### src/design/ewcm_pkg.sv
// Package for the energy-weighted circular mean core: widths, fixed-point
// constants, the arctangent table and the control structs shared by the modules.
// No dependencies.
package ewcm_pkg;

	localparam int CNT_W = 8;
	localparam logic [CNT_W-1:0] MAX_SAMPLES = 8'd255;

	localparam int SUM_W = 56;
	localparam int MAG_W = 56;
	localparam int CW    = 59;
	localparam int ZW    = 27;

	localparam logic [15:0] ANGLE_FULL = 16'd36000;
	localparam logic [15:0] ANGLE_Q1   = 16'd9000;
	localparam logic [15:0] ANGLE_Q2   = 16'd18000;
	localparam logic [15:0] ANGLE_Q3   = 16'd27000;

	localparam logic signed [CW-1:0] GAIN_Q30 = 59'sd652032874;
	localparam logic [4:0] CORDIC_LAST = 5'd17;

	localparam logic [17:0] PHI_RIGHT  = 18'd144000;
	localparam logic [19:0] DIR16_HALF = 20'd288000;
	localparam logic [19:0] DIR16_FULL = 20'd576000;

	localparam int MD_W  = 49;
	localparam int MD_QW = 25;
	localparam int MD_RW = 31;
	localparam logic [4:0] MD_LAST = 5'd24;
	localparam logic [MD_RW-1:0] PI_Q29      = 31'd1686629713;
	localparam logic [MD_RW-1:0] DIV_TO_RAD  = 31'd576000;
	localparam logic [MD_W-1:0]  ADD_TO_RAD  = 49'd288000;
	localparam logic [MD_W-1:0]  MUL_TO_DIR  = 49'd9216000;

	typedef enum logic [0:0] {
		MD_TO_RAD = 1'b0,
		MD_TO_DIR = 1'b1
	} md_mode_t;

	typedef struct packed {
		logic     start;
		md_mode_t mode;
	} md_ctl_t;

	typedef struct packed {
		logic start;
		logic vectoring;
	} cd_ctl_t;

	function automatic logic signed [ZW-1:0] atan_q24(input logic [4:0] i);
		unique case (i)
			5'd0:    atan_q24 = 27'sd13176795;
			5'd1:    atan_q24 = 27'sd7778716;
			5'd2:    atan_q24 = 27'sd4110060;
			5'd3:    atan_q24 = 27'sd2086331;
			5'd4:    atan_q24 = 27'sd1047214;
			5'd5:    atan_q24 = 27'sd524117;
			5'd6:    atan_q24 = 27'sd262123;
			5'd7:    atan_q24 = 27'sd131069;
			5'd8:    atan_q24 = 27'sd65536;
			5'd9:    atan_q24 = 27'sd32768;
			5'd10:   atan_q24 = 27'sd16384;
			5'd11:   atan_q24 = 27'sd8192;
			5'd12:   atan_q24 = 27'sd4096;
			5'd13:   atan_q24 = 27'sd2048;
			5'd14:   atan_q24 = 27'sd1024;
			5'd15:   atan_q24 = 27'sd512;
			5'd16:   atan_q24 = 27'sd256;
			5'd17:   atan_q24 = 27'sd128;
			default: atan_q24 = 27'sd0;
		endcase
	endfunction

endpackage

### src/design/ewcm_in_if.sv
// Sample request channel of the energy-weighted circular mean core.
// Stand-alone valid/ready interface; no dependencies.
interface ewcm_in_if;
	logic        valid;
	logic        ready;
	logic [15:0] height;
	logic        height_valid;
	logic [15:0] angle;
	logic        angle_valid;
	logic        last_sample;

	modport source (output valid, height, height_valid, angle, angle_valid, last_sample,
		input ready);
	modport sink (input valid, height, height_valid, angle, angle_valid, last_sample,
		output ready);
endinterface

### src/design/ewcm_out_if.sv
// Result request channel of the energy-weighted circular mean core.
// Stand-alone valid/ready interface; no dependencies.
interface ewcm_out_if;
	logic        valid;
	logic        ready;
	logic [15:0] direction;
	logic        direction_valid;

	modport source (output valid, direction, direction_valid, input ready);
	modport sink (input valid, direction, direction_valid, output ready);
endinterface

### src/design/ewcm_muldiv.sv
// Serial multiply-then-divide by constants, one bit per cycle in each phase.
// Depends on ewcm_pkg.
module ewcm_muldiv
	import ewcm_pkg::*;
(
	input  logic             clk,
	input  logic             arst_n,
	input  md_ctl_t          ctl,
	input  logic [MD_QW-1:0] operand,
	output logic             done,
	output logic [MD_QW-1:0] quotient
);

	typedef enum logic [2:0] {
		MD_IDLE = 3'b001,
		MD_MUL  = 3'b010,
		MD_DIV  = 3'b100
	} md_state_t;

	md_state_t         state_q;
	md_mode_t          mode_q;
	logic [4:0]        cnt_q;
	logic [MD_QW-1:0]  mplier_q;
	logic [MD_W-1:0]   mcand_q;
	logic [MD_W-1:0]   acc_q;
	logic [MD_RW-1:0]  rem_q;
	logic [MD_QW-1:0]  quo_q;
	logic              done_q;

	logic [MD_W-1:0]   acc_nxt;
	logic [MD_RW-1:0]  divisor;
	logic [MD_RW:0]    trial;
	logic              fits;

	assign acc_nxt = acc_q + (mplier_q[0] ? mcand_q : '0);
	assign divisor = (mode_q == MD_TO_RAD) ? DIV_TO_RAD : PI_Q29;
	assign trial   = {rem_q, quo_q[MD_QW-1]};
	assign fits    = trial >= {1'b0, divisor};

	always_ff @(posedge clk or negedge arst_n) begin
		if (!arst_n) begin
			state_q <= MD_IDLE;
			done_q  <= 1'b0;
			cnt_q   <= '0;
		end else begin
			done_q <= 1'b0;
			if (ctl.start) begin
				state_q <= MD_MUL;
				cnt_q   <= '0;
			end else begin
				unique case (state_q)
					MD_IDLE: ;
					MD_MUL: begin
						cnt_q <= cnt_q + 5'd1;
						if (cnt_q == MD_LAST) begin
							state_q <= MD_DIV;
							cnt_q   <= '0;
						end
					end
					MD_DIV: begin
						cnt_q <= cnt_q + 5'd1;
						if (cnt_q == MD_LAST) begin
							state_q <= MD_IDLE;
							done_q  <= 1'b1;
						end
					end
					default: state_q <= MD_IDLE;
				endcase
			end
		end
	end

	always_ff @(posedge clk) begin
		if (ctl.start) begin
			mode_q   <= ctl.mode;
			mplier_q <= operand;
			mcand_q  <= (ctl.mode == MD_TO_RAD) ? MD_W'(PI_Q29) : MUL_TO_DIR;
			acc_q    <= (ctl.mode == MD_TO_RAD) ? ADD_TO_RAD : '0;
		end else if (state_q == MD_MUL) begin
			acc_q    <= acc_nxt;
			mcand_q  <= {mcand_q[MD_W-2:0], 1'b0};
			mplier_q <= {1'b0, mplier_q[MD_QW-1:1]};
			if (cnt_q == MD_LAST) begin
				// The numerator is small enough that its top part is already below the divisor.
				rem_q <= MD_RW'(acc_nxt[MD_W-1:MD_QW]);
				quo_q <= acc_nxt[MD_QW-1:0];
			end
		end else if (state_q == MD_DIV) begin
			rem_q <= fits ? MD_RW'(trial - {1'b0, divisor}) : trial[MD_RW-1:0];
			quo_q <= {quo_q[MD_QW-2:0], fits};
		end
	end

	assign done     = done_q;
	assign quotient = quo_q;

endmodule

### src/design/ewcm_cordic.sv
// Iterative CORDIC, one micro-rotation per cycle, in rotation or vectoring mode.
// Depends on ewcm_pkg.
module ewcm_cordic
	import ewcm_pkg::*;
(
	input  logic                 clk,
	input  logic                 arst_n,
	input  cd_ctl_t              ctl,
	input  logic signed [CW-1:0] x0,
	input  logic signed [CW-1:0] y0,
	input  logic signed [ZW-1:0] z0,
	output logic                 done,
	output logic signed [CW-1:0] x,
	output logic signed [CW-1:0] y,
	output logic signed [ZW-1:0] z
);

	logic                 run_q;
	logic                 done_q;
	logic                 vec_q;
	logic [4:0]           step_q;
	logic signed [CW-1:0] x_q;
	logic signed [CW-1:0] y_q;
	logic signed [ZW-1:0] z_q;

	logic signed [CW-1:0] dx;
	logic signed [CW-1:0] dy;
	logic signed [ZW-1:0] da;
	logic                 up;

	assign dx = y_q >>> step_q;
	assign dy = x_q >>> step_q;
	assign da = atan_q24(step_q);
	// Rotation drives z towards zero, vectoring drives y towards zero.
	assign up = vec_q ? y_q[CW-1] : !z_q[ZW-1];

	always_ff @(posedge clk or negedge arst_n) begin
		if (!arst_n) begin
			run_q  <= 1'b0;
			done_q <= 1'b0;
			step_q <= '0;
		end else begin
			done_q <= 1'b0;
			if (ctl.start) begin
				run_q  <= 1'b1;
				step_q <= '0;
			end else if (run_q) begin
				step_q <= step_q + 5'd1;
				if (step_q == CORDIC_LAST) begin
					run_q  <= 1'b0;
					done_q <= 1'b1;
				end
			end
		end
	end

	always_ff @(posedge clk) begin
		if (ctl.start) begin
			vec_q <= ctl.vectoring;
			x_q   <= x0;
			y_q   <= y0;
			z_q   <= z0;
		end else if (run_q) begin
			if (up) begin
				x_q <= x_q - dx;
				y_q <= y_q + dy;
				z_q <= z_q - da;
			end else begin
				x_q <= x_q + dx;
				y_q <= y_q - dy;
				z_q <= z_q + da;
			end
		end
	end

	assign done = done_q;
	assign x    = x_q;
	assign y    = y_q;
	assign z    = z_q;

endmodule

### src/design/ewcm_wmac.sv
// Bit-serial squaring of the height and weighted accumulation of sine and cosine.
// Holds the two running sums. Depends on ewcm_pkg.
module ewcm_wmac
	import ewcm_pkg::*;
(
	input  logic                    clk,
	input  logic                    arst_n,
	input  logic                    start,
	input  logic                    clear,
	input  logic [15:0]             height,
	input  logic signed [15:0]      sin_v,
	input  logic signed [15:0]      cos_v,
	output logic                    done,
	output logic signed [SUM_W-1:0] sine_sum,
	output logic signed [SUM_W-1:0] cosine_sum
);

	typedef enum logic [3:0] {
		WM_IDLE = 4'b0001,
		WM_SQ   = 4'b0010,
		WM_LOAD = 4'b0100,
		WM_ACC  = 4'b1000
	} wm_state_t;

	wm_state_t               state_q;
	logic [3:0]              k_q;
	logic                    done_q;
	logic [15:0]             hmul_q;
	logic [31:0]             hsh_q;
	logic [31:0]             w_q;
	logic [47:0]             wsh_q;
	logic [15:0]             sv_q;
	logic [15:0]             cv_q;
	logic signed [SUM_W-1:0] ssum_q;
	logic signed [SUM_W-1:0] csum_q;

	logic signed [SUM_W-1:0] term;
	logic                    sign_bit;

	assign term     = {{(SUM_W-48){1'b0}}, wsh_q};
	assign sign_bit = (k_q == 4'd15);

	always_ff @(posedge clk or negedge arst_n) begin
		if (!arst_n) begin
			state_q <= WM_IDLE;
			k_q     <= '0;
			done_q  <= 1'b0;
			ssum_q  <= '0;
			csum_q  <= '0;
		end else begin
			done_q <= 1'b0;
			if (clear) begin
				ssum_q <= '0;
				csum_q <= '0;
			end
			if (start) begin
				state_q <= WM_SQ;
				k_q     <= '0;
			end else begin
				unique case (state_q)
					WM_IDLE: ;
					WM_SQ: begin
						k_q <= k_q + 4'd1;
						if (k_q == 4'd15) begin
							state_q <= WM_LOAD;
						end
					end
					WM_LOAD: begin
						k_q     <= '0;
						state_q <= WM_ACC;
					end
					WM_ACC: begin
						k_q <= k_q + 4'd1;
						// The top bit of a two's complement factor weighs negative.
						if (sv_q[0]) begin
							ssum_q <= sign_bit ? ssum_q - term : ssum_q + term;
						end
						if (cv_q[0]) begin
							csum_q <= sign_bit ? csum_q - term : csum_q + term;
						end
						if (k_q == 4'd15) begin
							state_q <= WM_IDLE;
							done_q  <= 1'b1;
						end
					end
					default: state_q <= WM_IDLE;
				endcase
			end
		end
	end

	always_ff @(posedge clk) begin
		if (start) begin
			hmul_q <= height;
			hsh_q  <= {16'b0, height};
			w_q    <= '0;
			sv_q   <= sin_v;
			cv_q   <= cos_v;
		end else if (state_q == WM_SQ) begin
			if (hmul_q[0]) begin
				w_q <= w_q + hsh_q;
			end
			hsh_q  <= {hsh_q[30:0], 1'b0};
			hmul_q <= {1'b0, hmul_q[15:1]};
		end else if (state_q == WM_LOAD) begin
			wsh_q <= {16'b0, w_q};
		end else if (state_q == WM_ACC) begin
			wsh_q <= {wsh_q[46:0], 1'b0};
			sv_q  <= {1'b0, sv_q[15:1]};
			cv_q  <= {1'b0, cv_q[15:1]};
		end
	end

	assign done       = done_q;
	assign sine_sum   = ssum_q;
	assign cosine_sum = csum_q;

endmodule

### src/design/energy_weighted_circular_mean_core.sv
// Top level of the energy-weighted circular mean core. Depends on ewcm_pkg,
// ewcm_in_if, ewcm_out_if, ewcm_muldiv, ewcm_cordic and ewcm_wmac.
//
// The core takes a run of samples for one grid cell, each a height in millimetres
// and a direction in hundredths of a degree, and on the sample flagged last returns
// one request holding the height-squared weighted mean direction (0..35999,
// clockwise from north) and a flag that is set when the number of usable samples
// seen reaches the configured threshold. A sample is usable when both its presence
// flags are set; at most 255 usable samples are counted per run and the rest are
// ignored. The core works on one sample at a time. A sample that is neither usable
// nor last only passes the end-of-run check. A usable sample goes through the serial
// angle-to-radian conversion (a shift-add multiply and a restoring divide), the
// rotation CORDIC that yields sine and cosine, the bit-serial squaring of the height,
// a load and the accumulation into the two 56-bit sums, with a hand-over between
// the units. When the threshold is met and both sums are nonzero, the last sample of
// a run then goes through normalisation (one bit per cycle), the 18 vectoring CORDIC
// steps and another serial multiply and divide that turns the angle into sixteenths
// of a hundredth; the direction is then placed in its quadrant and passed to the
// output register. The sample port is ready whenever the core is idle; a finished
// result waits in an output register, so a new run may start while the previous
// request has not yet been taken, and the core only stalls when a second result
// finds that register still full. The threshold resets to 1 and is written through
// cfg_we and cfg_wdata; the user must write it only while the core is idle, as the
// core itself does not enforce this.
module energy_weighted_circular_mean_core
	import ewcm_pkg::*;
(
	input  logic              clk,
	input  logic              arst_n,
	input  logic              cfg_we,
	input  logic [CNT_W-1:0]  cfg_wdata,
	ewcm_in_if.sink           samples,
	ewcm_out_if.source        result
);

	typedef enum logic [9:0] {
		ST_IDLE = 10'b0000000001,
		ST_CONV = 10'b0000000010,
		ST_ROT  = 10'b0000000100,
		ST_MAC  = 10'b0000001000,
		ST_LAST = 10'b0000010000,
		ST_NORM = 10'b0000100000,
		ST_VEC  = 10'b0001000000,
		ST_PHI  = 10'b0010000000,
		ST_QUAD = 10'b0100000000,
		ST_OUT  = 10'b1000000000
	} st_t;

	st_t state_q;

	// Configuration and run state.
	logic [CNT_W-1:0] min_q;
	logic [CNT_W-1:0] count_q;

	// The sample in work.
	logic [15:0]      h_q;
	logic             last_q;
	logic [1:0]       quad_q;
	logic signed [15:0] s_q;
	logic signed [15:0] c_q;

	// Final direction search.
	logic [MAG_W-1:0] ax_q;
	logic [MAG_W-1:0] ay_q;
	logic             xneg_q;
	logic             yneg_q;
	logic [17:0]      phi_q;

	// Result waiting for the outgoing request.
	logic [15:0]      res_dir_q;
	logic             res_ok_q;
	logic [15:0]      out_dir_q;
	logic             out_ok_q;
	logic             out_valid_q;

	// Start pulses towards the serial units.
	logic             md_start_q;
	md_mode_t         md_mode_q;
	logic [MD_QW-1:0] md_opd_q;
	logic             cd_start_q;
	logic             cd_vec_q;
	logic             mac_start_q;

	md_ctl_t              md_ctl;
	logic                 md_done;
	logic [MD_QW-1:0]     md_quo;
	cd_ctl_t              cd_ctl;
	logic                 cd_done;
	logic signed [CW-1:0] cd_x0;
	logic signed [CW-1:0] cd_y0;
	logic signed [ZW-1:0] cd_z0;
	logic signed [CW-1:0] cd_x;
	logic signed [CW-1:0] cd_y;
	logic signed [ZW-1:0] cd_z;
	logic                 mac_done;
	logic                 mac_clear;
	logic signed [SUM_W-1:0] sine_sum;
	logic signed [SUM_W-1:0] cosine_sum;

	// Sample decode at acceptance.
	logic             take;
	logic [15:0]      a_red;
	logic [1:0]       quad_n;
	logic [15:0]      r_n;
	logic             usable;

	// Sine and cosine from the rotation result.
	logic [14:0]        y_rnd;
	logic [14:0]        x_rnd;
	logic signed [15:0] s_pos;
	logic signed [15:0] c_pos;
	logic signed [15:0] s_n;
	logic signed [15:0] c_n;

	// Magnitudes of the sums.
	logic [MAG_W-1:0] sraw;
	logic [MAG_W-1:0] craw;
	logic [MAG_W-1:0] ay_n;
	logic [MAG_W-1:0] ax_n;
	logic [MAG_W-1:0] mag_or;

	// Direction assembly.
	logic [19:0] d16;
	logic [19:0] d16_rnd;
	logic [15:0] d_raw;
	logic [15:0] d_fin;

	logic out_free;

	function automatic logic [14:0] round_q15(input logic signed [CW-1:0] v);
		logic signed [CW-1:0] t;
		logic [CW-16:0]       sh;
		t  = v + CW'(16384);
		sh = t[CW-1:15];
		if (v[CW-1]) begin
			round_q15 = '0;
		end else if (|sh[CW-16:15]) begin
			round_q15 = 15'h7FFF;
		end else begin
			round_q15 = sh[14:0];
		end
	endfunction

	// ---------------------------------------------------------------------------
	// Sample decode. The angle is reduced modulo a full turn, which for a 16-bit
	// field needs one subtraction, and split into a quadrant and a remainder.
	// ---------------------------------------------------------------------------
	assign take  = samples.valid && (state_q == ST_IDLE);
	assign a_red = (samples.angle >= ANGLE_FULL) ? samples.angle - ANGLE_FULL
		: samples.angle;

	always_comb begin
		if (a_red >= ANGLE_Q3) begin
			quad_n = 2'd3;
			r_n    = a_red - ANGLE_Q3;
		end else if (a_red >= ANGLE_Q2) begin
			quad_n = 2'd2;
			r_n    = a_red - ANGLE_Q2;
		end else if (a_red >= ANGLE_Q1) begin
			quad_n = 2'd1;
			r_n    = a_red - ANGLE_Q1;
		end else begin
			quad_n = 2'd0;
			r_n    = a_red;
		end
	end

	assign usable = samples.height_valid && samples.angle_valid && (count_q < MAX_SAMPLES);

	// ---------------------------------------------------------------------------
	// Rounded first-quadrant sine and cosine, then placed in the sample's quadrant.
	// ---------------------------------------------------------------------------
	assign y_rnd = round_q15(cd_y);
	assign x_rnd = round_q15(cd_x);
	assign s_pos = {1'b0, y_rnd};
	assign c_pos = {1'b0, x_rnd};

	always_comb begin
		case (quad_q)
			2'd0: begin
				s_n = s_pos;
				c_n = c_pos;
			end
			2'd1: begin
				s_n = c_pos;
				c_n = -s_pos;
			end
			2'd2: begin
				s_n = -s_pos;
				c_n = -c_pos;
			end
			default: begin
				s_n = -c_pos;
				c_n = s_pos;
			end
		endcase
	end

	// ---------------------------------------------------------------------------
	// Magnitudes of the sums for the vectoring pass.
	// ---------------------------------------------------------------------------
	assign sraw   = sine_sum;
	assign craw   = cosine_sum;
	assign ay_n   = sraw[MAG_W-1] ? (~sraw + MAG_W'(1)) : sraw;
	assign ax_n   = craw[MAG_W-1] ? (~craw + MAG_W'(1)) : craw;
	assign mag_or = ax_q | ay_q;

	// ---------------------------------------------------------------------------
	// First-quadrant angle in sixteenths of a hundredth, mapped to the full circle
	// by the signs of the sums, then rounded half up to hundredths. A result that
	// rounds to a full turn wraps to north.
	// ---------------------------------------------------------------------------
	always_comb begin
		if (!xneg_q && !yneg_q) begin
			d16 = {2'b0, phi_q};
		end else if (xneg_q && !yneg_q) begin
			d16 = DIR16_HALF - {2'b0, phi_q};
		end else if (xneg_q) begin
			d16 = DIR16_HALF + {2'b0, phi_q};
		end else begin
			d16 = DIR16_FULL - {2'b0, phi_q};
		end
	end

	assign d16_rnd = d16 + 20'd8;
	assign d_raw   = d16_rnd[19:4];
	assign d_fin   = (d_raw >= ANGLE_FULL) ? d_raw - ANGLE_FULL : d_raw;

	assign out_free = !out_valid_q || result.ready;

	// ---------------------------------------------------------------------------
	// Sequencer.
	// ---------------------------------------------------------------------------
	always_ff @(posedge clk or negedge arst_n) begin
		if (!arst_n) begin
			state_q     <= ST_IDLE;
			min_q       <= 8'd1;
			count_q     <= '0;
			out_valid_q <= 1'b0;
			md_start_q  <= 1'b0;
			cd_start_q  <= 1'b0;
			mac_start_q <= 1'b0;
		end else begin
			md_start_q  <= 1'b0;
			cd_start_q  <= 1'b0;
			mac_start_q <= 1'b0;

			if (cfg_we) begin
				min_q <= cfg_wdata;
			end

			// A new result may enter in the same cycle as the waiting one is taken.
			if (state_q == ST_OUT && out_free) begin
				out_valid_q <= 1'b1;
			end else if (out_valid_q && result.ready) begin
				out_valid_q <= 1'b0;
			end

			unique case (state_q)
				ST_IDLE: begin
					if (take) begin
						if (usable) begin
							md_start_q <= 1'b1;
							state_q    <= ST_CONV;
						end else begin
							state_q <= ST_LAST;
						end
					end
				end
				ST_CONV: begin
					if (md_done) begin
						cd_start_q <= 1'b1;
						state_q    <= ST_ROT;
					end
				end
				ST_ROT: begin
					if (cd_done) begin
						mac_start_q <= 1'b1;
						state_q     <= ST_MAC;
					end
				end
				ST_MAC: begin
					if (mac_done) begin
						count_q <= count_q + CNT_W'(1);
						state_q <= ST_LAST;
					end
				end
				ST_LAST: begin
					if (!last_q) begin
						state_q <= ST_IDLE;
					end else begin
						// The run ends here; the sums are sampled now and cleared behind.
						count_q <= '0;
						if (count_q < min_q) begin
							state_q <= ST_OUT;
						end else if (ax_n == '0 && ay_n == '0) begin
							state_q <= ST_OUT;
						end else if (ay_n == '0 || ax_n == '0) begin
							state_q <= ST_QUAD;
						end else begin
							state_q <= ST_NORM;
						end
					end
				end
				ST_NORM: begin
					if (mag_or[MAG_W-1:MAG_W-2] != 2'b00) begin
						cd_start_q <= 1'b1;
						state_q    <= ST_VEC;
					end
				end
				ST_VEC: begin
					if (cd_done) begin
						md_start_q <= 1'b1;
						state_q    <= ST_PHI;
					end
				end
				ST_PHI: begin
					if (md_done) begin
						state_q <= ST_QUAD;
					end
				end
				ST_QUAD: begin
					state_q <= ST_OUT;
				end
				ST_OUT: begin
					if (out_free) begin
						state_q <= ST_IDLE;
					end
				end
				default: state_q <= ST_IDLE;
			endcase
		end
	end

	// Datapath registers; they need no reset.
	always_ff @(posedge clk) begin
		if (take) begin
			h_q      <= samples.height;
			last_q   <= samples.last_sample;
			quad_q   <= quad_n;
			md_opd_q <= MD_QW'(r_n);
			md_mode_q <= MD_TO_RAD;
			cd_vec_q <= 1'b0;
		end

		if (state_q == ST_ROT && cd_done) begin
			s_q <= s_n;
			c_q <= c_n;
		end

		if (state_q == ST_LAST && last_q) begin
			ax_q      <= ax_n;
			ay_q      <= ay_n;
			xneg_q    <= craw[MAG_W-1];
			yneg_q    <= sraw[MAG_W-1];
			res_dir_q <= '0;
			res_ok_q  <= (count_q >= min_q);
			// A zero sine sum lies on the axis, a zero cosine sum at a right angle.
			phi_q     <= (ay_n == '0) ? '0 : PHI_RIGHT;
		end

		if (state_q == ST_NORM) begin
			if (mag_or[MAG_W-1:MAG_W-2] == 2'b00) begin
				ax_q <= {ax_q[MAG_W-2:0], 1'b0};
				ay_q <= {ay_q[MAG_W-2:0], 1'b0};
			end else begin
				cd_vec_q <= 1'b1;
			end
		end

		if (state_q == ST_VEC && cd_done) begin
			md_mode_q <= MD_TO_DIR;
			md_opd_q  <= cd_z[ZW-1] ? '0 : cd_z[MD_QW-1:0];
		end

		if (state_q == ST_PHI && md_done) begin
			phi_q <= (md_quo > MD_QW'(PHI_RIGHT)) ? PHI_RIGHT : md_quo[17:0];
		end

		if (state_q == ST_QUAD) begin
			res_dir_q <= d_fin;
		end

		if (state_q == ST_OUT && out_free) begin
			out_dir_q <= res_dir_q;
			out_ok_q  <= res_ok_q;
		end
	end

	// ---------------------------------------------------------------------------
	// Serial units.
	// ---------------------------------------------------------------------------
	assign md_ctl.start = md_start_q;
	assign md_ctl.mode  = md_mode_q;

	ewcm_muldiv u_muldiv (
		.clk      (clk),
		.arst_n   (arst_n),
		.ctl      (md_ctl),
		.operand  (md_opd_q),
		.done     (md_done),
		.quotient (md_quo)
	);

	assign cd_ctl.start     = cd_start_q;
	assign cd_ctl.vectoring = cd_vec_q;
	assign cd_x0 = cd_vec_q ? $signed({{(CW-MAG_W){1'b0}}, ax_q}) : GAIN_Q30;
	assign cd_y0 = cd_vec_q ? $signed({{(CW-MAG_W){1'b0}}, ay_q}) : '0;
	assign cd_z0 = cd_vec_q ? '0 : $signed({{(ZW-MD_QW){1'b0}}, md_quo});

	ewcm_cordic u_cordic (
		.clk    (clk),
		.arst_n (arst_n),
		.ctl    (cd_ctl),
		.x0     (cd_x0),
		.y0     (cd_y0),
		.z0     (cd_z0),
		.done   (cd_done),
		.x      (cd_x),
		.y      (cd_y),
		.z      (cd_z)
	);

	assign mac_clear = (state_q == ST_LAST) && last_q;

	ewcm_wmac u_wmac (
		.clk        (clk),
		.arst_n     (arst_n),
		.start      (mac_start_q),
		.clear      (mac_clear),
		.height     (h_q),
		.sin_v      (s_q),
		.cos_v      (c_q),
		.done       (mac_done),
		.sine_sum   (sine_sum),
		.cosine_sum (cosine_sum)
	);

	// ---------------------------------------------------------------------------
	// Ports.
	// ---------------------------------------------------------------------------
	assign samples.ready          = (state_q == ST_IDLE);
	assign result.valid           = out_valid_q;
	assign result.direction       = out_dir_q;
	assign result.direction_valid = out_ok_q;

endmodule

### src/flat_wrapper.sv
// flat-port wrapper written by rule: the top's interface ports become plain ports
module energy_weighted_circular_mean_core_flat import ewcm_pkg::*;
  (clk, arst_n, cfg_we, cfg_wdata, samples_valid, samples_height, samples_height_valid, samples_angle, samples_angle_valid, samples_last_sample, samples_ready, result_valid, result_direction, result_direction_valid, result_ready);
  ewcm_in_if samples_i ();
  ewcm_out_if result_i ();
  input  logic clk;
  input  logic arst_n;
  input  logic cfg_we;
  input  logic [CNT_W-1:0] cfg_wdata;
  input wire logic [$bits(samples_i.valid)-1:0] samples_valid;
  input wire logic [$bits(samples_i.height)-1:0] samples_height;
  input wire logic [$bits(samples_i.height_valid)-1:0] samples_height_valid;
  input wire logic [$bits(samples_i.angle)-1:0] samples_angle;
  input wire logic [$bits(samples_i.angle_valid)-1:0] samples_angle_valid;
  input wire logic [$bits(samples_i.last_sample)-1:0] samples_last_sample;
  output wire logic [$bits(samples_i.ready)-1:0] samples_ready;
  output wire logic [$bits(result_i.valid)-1:0] result_valid;
  output wire logic [$bits(result_i.direction)-1:0] result_direction;
  output wire logic [$bits(result_i.direction_valid)-1:0] result_direction_valid;
  input wire logic [$bits(result_i.ready)-1:0] result_ready;
  assign samples_i.valid = samples_valid;
  assign samples_i.height = samples_height;
  assign samples_i.height_valid = samples_height_valid;
  assign samples_i.angle = samples_angle;
  assign samples_i.angle_valid = samples_angle_valid;
  assign samples_i.last_sample = samples_last_sample;
  assign samples_ready = samples_i.ready;
  assign result_valid = result_i.valid;
  assign result_direction = result_i.direction;
  assign result_direction_valid = result_i.direction_valid;
  assign result_i.ready = result_ready;
  energy_weighted_circular_mean_core u_core (.clk(clk), .arst_n(arst_n), .cfg_we(cfg_we), .cfg_wdata(cfg_wdata), .samples(samples_i), .result(result_i));
endmodule
### config.mk
export PLATFORM = sky130hd
export DESIGN_NAME = energy_weighted_circular_mean_core_flat
export DESIGN_NICKNAME = d
export VERILOG_FILES = /design/src/design/ewcm_pkg.sv /design/src/design/ewcm_in_if.sv /design/src/design/ewcm_out_if.sv /design/src/design/ewcm_muldiv.sv /design/src/design/ewcm_cordic.sv /design/src/design/ewcm_wmac.sv /design/src/design/energy_weighted_circular_mean_core.sv /design/src/flat_wrapper.sv
export SDC_FILE = /design/constraint.sdc
export NUM_CORES = 2
export LEC_CHECK = 0
export BUFFER_PORTS_ARGS = -buffer_cell sky130_fd_sc_hd__clkbuf_2
export CORE_MARGIN = 2
export CORE_UTILIZATION = 60
export CTS_CLUSTER_DIAMETER = 80
export DETAILED_ROUTE_END_ITERATION = 12
export HOLD_SLACK_MARGIN = 0.06
export PLACE_DENSITY = 0.83
export SLEW_MARGIN = 20
export SYNTH_ARGS = -nofsm -noshare
export SYNTH_HDL_FRONTEND = slang
export SYNTH_SLANG_ARGS = --single-unit
### constraint.sdc
create_clock -name clk -period 9.1 [get_ports clk]
set_input_delay 0.455 -clock clk [delete_from_list [all_inputs] [get_ports clk]]
set_output_delay 0.455 -clock clk [all_outputs]
set_load 0.005 [all_outputs]
### Word level (Yosys, flattened, before mapping)

Memories as Yosys holds them, arrays and structs flattened.
Index checks and enable logic that the tools add are counted.

| storage, ports and cells | value |
|---|---|
| bits in read-only memories | 768 |
| input port bits | 48 |
| logic and storage cells | 337 |
| bits in registers | 897 |
| memories | 1 |
| output and inout bits | 19 |

Memories:

| name | words | bits a word | rd ports | clocked after memory_dff | wr ports | line | text |
|---|---|---|---|---|---|---|---|
| (no name shown) | 32 | 24 | 1 | 0 | 0 | ewcm_pkg.sv:51 | `unique case (i)` |

| cells by class | value |
|---|---|
| bitwise logic cells | 6 |
| reduce and logical (&&, ||, !) cells | 48 |
| $lt $le $gt $ge | 10 |
| equal/unequal tests | 40 |
| multiplexer cells | 144 |
| shift-type cells | 2 |
| add/sub/neg operators | 32 |

Operator list:

| operator | number |
|---|---|
| 56-bit two-way mux | 20 |
| 59-bit two-way mux | 6 |
| 16-bit two-way mux | 19 |
| 49-bit two-way mux | 5 |
| 25-bit two-way mux | 9 |
| 31-bit two-way mux | 6 |
| 59-bit by 16-bit adder with 59-bit output (second input constant) | 2 |
| 59-bit adder | 2 |
| 59-bit by 5-bit >>> shifter with 59-bit output | 2 |
| 59-bit subtractor | 2 |
| 56-bit by 1-bit adder with 56-bit output (second input constant) | 2 |
| 56-bit by 49-bit adder with 56-bit output | 2 |
| 56-bit zero test | 2 |
| 56-bit inverter | 2 |
| 56-bit by 49-bit subtractor with 56-bit output | 2 |
| 10-bit two-way mux | 11 |
| 10-bit case mux with 10 select lines | 1 |
| 16-bit case mux with 3 select lines | 2 |
| 27-bit two-way mux | 3 |
| 18-bit two-way mux | 4 |
| 15-bit two-way mux | 4 |
| 20-bit two-way mux | 3 |
| 29-bit OR reduction | 2 |
| 56-bit bitwise OR | 1 |
| other kinds (73) | 168 |

### Depth between registers and ports, before layout

| depth | value |
|---|---|
| word-level depth | 10 |
| gate-level depth with buffers | 32 |
| mapped depth without buffers | 27 |

### By module

From an unflattened synthesis, not the netlist that was laid out.

| unflattened totals | value |
|---|---|
| cell total of the unflattened synthesis | 9618 |
| area total of the unflattened synthesis | 81837.2 sq um |

By module, submodules not included:

| module | instances | area each (sq um) | cells each |
|---|---|---|---|
| ewcm_cordic | 1 | 26442.9 | 3151 |
| ewcm_wmac | 1 | 21878.5 | 2562 |
| energy_weighted_circular_mean_core | 1 | 21877.2 | 2786 |
| ewcm_muldiv | 1 | 11638.7 | 1119 |

### Worst setup path after synthesis

Ideal clock, no wire load.

| timing | value |
|---|---|
| kind | register to register |
| start point | register u_core.u_cordic.step_q[4] |
| end point | register u_core.u_cordic.y_q[55] (netlist: u_core.u_cordic.y[55]) (data pin) |
| clock period less this slack | 7.038 ns |
| buffers on the path | 8 |
| library setup time | 0.267 ns |
| arrival time | 6.771 ns |
| path slack | 2.062 ns |
| cell stages (with the launch flop) | 31 |
| cell sequence | dfrtp_1 > clkbuf_1 > inv_2 > clkbuf_1 > clkbuf_1 > clkbuf_1 > buf_1 > buf_1 > clkbuf_1 > o21a_1 > ha_1 > and4_1 > nand4b_1 > nor3_1 > nand4_1 > nand2_1 > xor2_1 > ha_1 > clkbuf_1 > nand4_1 > nor2_1 > or4b_2 > a31oi_1 > a31o_2 > a31oi_1 > o2111ai_1 > nand2_1 > o21bai_1 > o22ai_1 > xor2_1 > o21ai_0 |

| on the way | value |
|---|---|
| word-level cells in the longest chain between the ends | 5 |
| elaborated cells between the ends (all ways) | 6 |
| classes of those cells | 2 x add/sub; 1 x shift; 3 x mux |

RTL lines:

| item | line | text |
|---|---|---|
| start, declared | ewcm_cordic.sv:21 | `logic [4:0] step_q;` |
| start signal, assigned | ewcm_cordic.sv:48 | `step_q <= step_q + 5'd1;` |
| 59-bit by 5-bit >>> shifter with 59-bit output (*) | ewcm_cordic.sv:32 | `assign dy = x_q >>> step_q;` |
| 59-bit subtractor / 59-bit adder (equally long branches) | ewcm_cordic.sv:70, ewcm_cordic.sv:66 |  |
| 59-bit two-way mux (*) | ewcm_cordic.sv:64 | `if (up) begin` |
| 59-bit two-way mux (*) | ewcm_cordic.sv:63 | `end else if (run_q) begin` |
| 59-bit two-way mux (*) | ewcm_cordic.sv:58 | `if (ctl.start) begin` |
| end signal, assigned | ewcm_cordic.sv:61 | `y_q <= y0;` |
| end signal, assigned | ewcm_cordic.sv:66 | `y_q <= y_q + dy;` |
| end signal, assigned | ewcm_cordic.sv:70 | `y_q <= y_q - dy;` |
| end, declared | ewcm_cordic.sv:23 | `logic signed [CW-1:0] y_q;` |

Mark *: on every way between the ends. The rest lies on a longest branch, timed or not. The select of a mux whose other input is x is not followed.
A chain may end at the register's enable or synchronous reset.

### Worst setup path in the final report

| timing | value |
|---|---|
| start point | register u_core.u_cordic.step_q[0] |
| end point | register u_core.u_cordic.y_q[55] (netlist: u_core.u_cordic.y[55]) (data pin) |

Same word-level chain as after synthesis.

==> results_dict.tcl <==
set metrics [dict create \
    synthTopCellsByArea "edfxtp_1 23%, ha_1 6.8%, mux4_2 5.6%, dfrtp_1 5.4%, o21ai_0 5.4%" \
    ant_nets 0 \
    setup_tns_ns 0 \
    finalInstanceArea_um2 80370 \
    rsz0062_at_grt "no" \
    setup_ws_ns 1.102 \
    start_kind "flop" \
    track_usage_pct 36.69 \
    portBuffers 66 \
    holdPathStages 3 \
    fmax_ghz 0.1250 \
    synth_edf_count 568 \
    outcome "finished, final reports clean" \
    worst_pin_slew_ns 1.061 \
    clkTransAtPathRegs_ns 0.06 \
    wl_um 241600 \
    crit-reg2reg-launch "u_core.u_cordic.step_q[0]" \
    grt_max_degree 110 \
    drive_gt1_share_pct 9.435 \
    firstDrtPassIters 8 \
    yosysMostFrequentCell "nand2_1" \
    worst_skew_pair.late_latency_ns 0.76 \
    synthDistinctLibCells 115 \
    critPathMaxStageDelay_ns 0.97 \
    synth-seq-cells 897 \
    crit_chain "buf_12, mux4_2, mux4_2, a222oi_1, nand4_1, nand4b_1, nor3_1, nand4_1, nand2_1, xor2_1, ha_1, nand4_1, nor2_1, or4b_2, a31oi_1, a31o_2, a31oi_1, o2111ai_1, nand2_1, o21bai_1, o22ai_1, xor2_1, o21ai_0" \
    synth_ff_type "edfxtp_1" \
    irDropWorstVdd_mv 0.1575 \
    clock-sinks 897 \
    maxCapViolCount 0 \
    path_class "reg2reg" \
    yosysWarnings 0 \
    area_growth_pct 6.866 \
    grt_pass1_vias 64303 \
    io_pins 67 \
    clk_path_buf_depth 3 \
    regArea_um2 24510 \
    yosysTopAreaCellShare_pct 22.68 \
    worstPathMaxFanout 47 \
    cts_setup_buffers 0 \
    synth_cells 8574 \
    first_iter_violations 9102 \
    async_flop_share_pct 18.62 \
    place_ws_ns 1.308 \
    drc_errors 0 \
    die_w_um 358.0 \
    antenna_found_initial 12 \
    hold_path_end "u_core.state_q[1]" \
    row_count 129 \
    gp_congestion 1.067 \
    holdCritStartpoint "samples_height_valid" \
    yosys.area.top_type "edfxtp_1" \
    vias 68988 \
    via_per_inst 6.810 \
    numCtsBuffers 100 \
    fillers 9944 \
    die-area_um2 128200 \
    critical_path.most_common_cell "nand4_1" \
    period_share_pct 87.89 \
    period_minus_slack_ns 7.998 \
    reg2reg_to "u_core.u_cordic.y[55]" \
    multi_input_area_um2 47970 \
    slew-limit-headroom_pct 29.29 \
    skew_ns 0.06764 \
    synth_common_cells "932 x nand2_1, 807 x o21ai_0, 679 x nor2_1, 640 x a21oi_1, 568 x edfxtp_1" \
    hold_viol_final 0 \
    fin_nets 8865 \
    p_leak_nw 31.55 \
    slowest_stage "dfrtp_4" \
    grt_first_pass_wirelength_um 369500 \
    die_h_um 358.0 \
    crit_path_end_kind "flop" \
    synth-seq-area-share_pct 32.55 \
    power_density_nw_per_um2 124.4 \
    coreArea_um2 124100 \
    arrival_ns 8.42 \
    postSynthAreaPerCell_um2 8.772 \
    setup_viol_count_final 0 \
    worst_r2r_path_depth 23 \
    cts-root-buf "clkbuf_16" \
    dpl_cell_area_um2 76520 \
    worst_hold_path_type "in2reg" \
    start_util_pct 60.59 \
    slew_viol_final 0 \
    syn_area_um2 75210 \
    cts_tree "yes" \
    rrSetupSlack_ns 1.10 \
    synth_nets 9035 \
    required_ns 9.53 \
    post_drt_wl_per_cell_um 23.85 \
    dp_hpwl_um 179000 \
    htree_num_levels 3 \
    overflow 0 \
]
==> how the worst max path moves through the flow <==
stage	endpoint	cells past startpoint	startpoint
after floorplan	u_core.u_cordic.y[55]	30	u_core.u_cordic.step_q[4]
after global placement	u_core.u_cordic.x[41]	22	u_core.u_cordic.step_q[0]
after detailed placement	u_core.u_cordic.x[41]	22	u_core.u_cordic.step_q[0]
after CTS	u_core.u_cordic.x[41]	22	u_core.u_cordic.step_q[0]
after global routing	u_core.u_cordic.x[41]	22	u_core.u_cordic.step_q[0]
final	u_core.u_cordic.y[55]	23	u_core.u_cordic.step_q[0]
==> registers in the layout, summed over array words and instances (netlist names), 18 cells and up <==
register,count
u_core.ax_q,56
u_core.ay_q,56
u_core.md_opd_q,25
u_core.phi_q,18
u_core.u_cordic.x,59
u_core.u_cordic.y,59
u_core.u_cordic.z,27
u_core.u_muldiv.acc_q,49
u_core.u_muldiv.mcand_q,49
u_core.u_muldiv.mplier_q,25
u_core.u_muldiv.quotient,25
u_core.u_muldiv.rem_q,31
u_core.u_wmac.cosine_sum,56
u_core.u_wmac.hsh_q,32
u_core.u_wmac.sine_sum,56
u_core.u_wmac.w_q,32
u_core.u_wmac.wsh_q,48
==> cell usage in the layout (no fill, tap or decap), types with 175 or more instances in the layout <==
cell type / instances
nand2_1: 928
o21ai_0: 807
nor2_1: 677
a21oi_1: 639
edfxtp_1: 568
ha_1: 406
xor2_1: 378
xnor2_1: 345
nand3_1: 270
inv_1: 240
a21o_1: 194
mux4_2: 188
nor3_1: 175
==> worst max-delay path, delay by kind of cell (launching register included) <==
kind / cells / cell delay [ns]
compound gates: 8 / 2.10
xor+xnor: 2 / 0.22
fa+ha+maj: 1 / 0.44
buf+inv: 1 / 0.38
flops: 1 / 0.97
mux: 2 / 1.09
simple gates: 9 / 2.43
==> stage by stage <==
stage	power, mW	hold WS [ns]	utilization, %	cells
3_5_place_dp	5.836	0.4099	61.65	9897
6_report	9.999	0.09412	64.75	10130
4_1_cts	10.01	0.06706	64.74	10127
2_1_floorplan	5.518	0.1594	-	8574
3_3_place_gp	5.791	0.4066	61.64	9897
5_1_grt	10.31	0.1104	64.75	10128
==> cell families (layout without fill, tap and decap cells) <==
family	after synthesis	count (layout)	share of synthesized area (%)
XOR/XNOR	724	724	8.441
multiplexers	477	477	9.706
AO/OA/AOI/OAI	2435	2435	19.91
buffers and inverters	723	639	3.826
other	0	3	0
flip-flops	897	897	32.55
adder cells (fa/ha/maj)	413	413	6.941
AND/OR/NAND/NOR	2905	2905	18.62
==> cell type report <==
class | count | share of cell area (%)
well taps | 1637 | 2.548
flip-flops and latches | 897 | 30.50
clock buffers | 118 | 3.367
diodes | 3 | 0.009341
inverters | 248 | 1.164
clock inverters | 70 | 0.8811
repair buffers | 203 | 1.845
multi-input cells | 6954 | 59.68
==> metal layers <==
layer  up-vias  share of wire, %  GRT usage [%]
li1      31373                 -              -
met1     32779                39          48.53
met2      3979                43          56.11
met3       841                12          8.926
met4        16               5.8          18.59
met5         -             0.062         0.3704
==> power by group <==
group / internal, mW / switching (mW)
clock: 2.32 / 1.88
combinational: 0.400 / 0.721
sequential: 4.56 / 0.114
total: 7.28 / 2.72
==> what timing repair did <==
item / 4_1_cts / 5_1_grt
setup endpoints to repair: 0 / 0
resized for setup: 0 / 0
hold buffers: 42 / 0
endpoints found under the hold margin: 82 / 0
(Power assumes the default switching activity.)
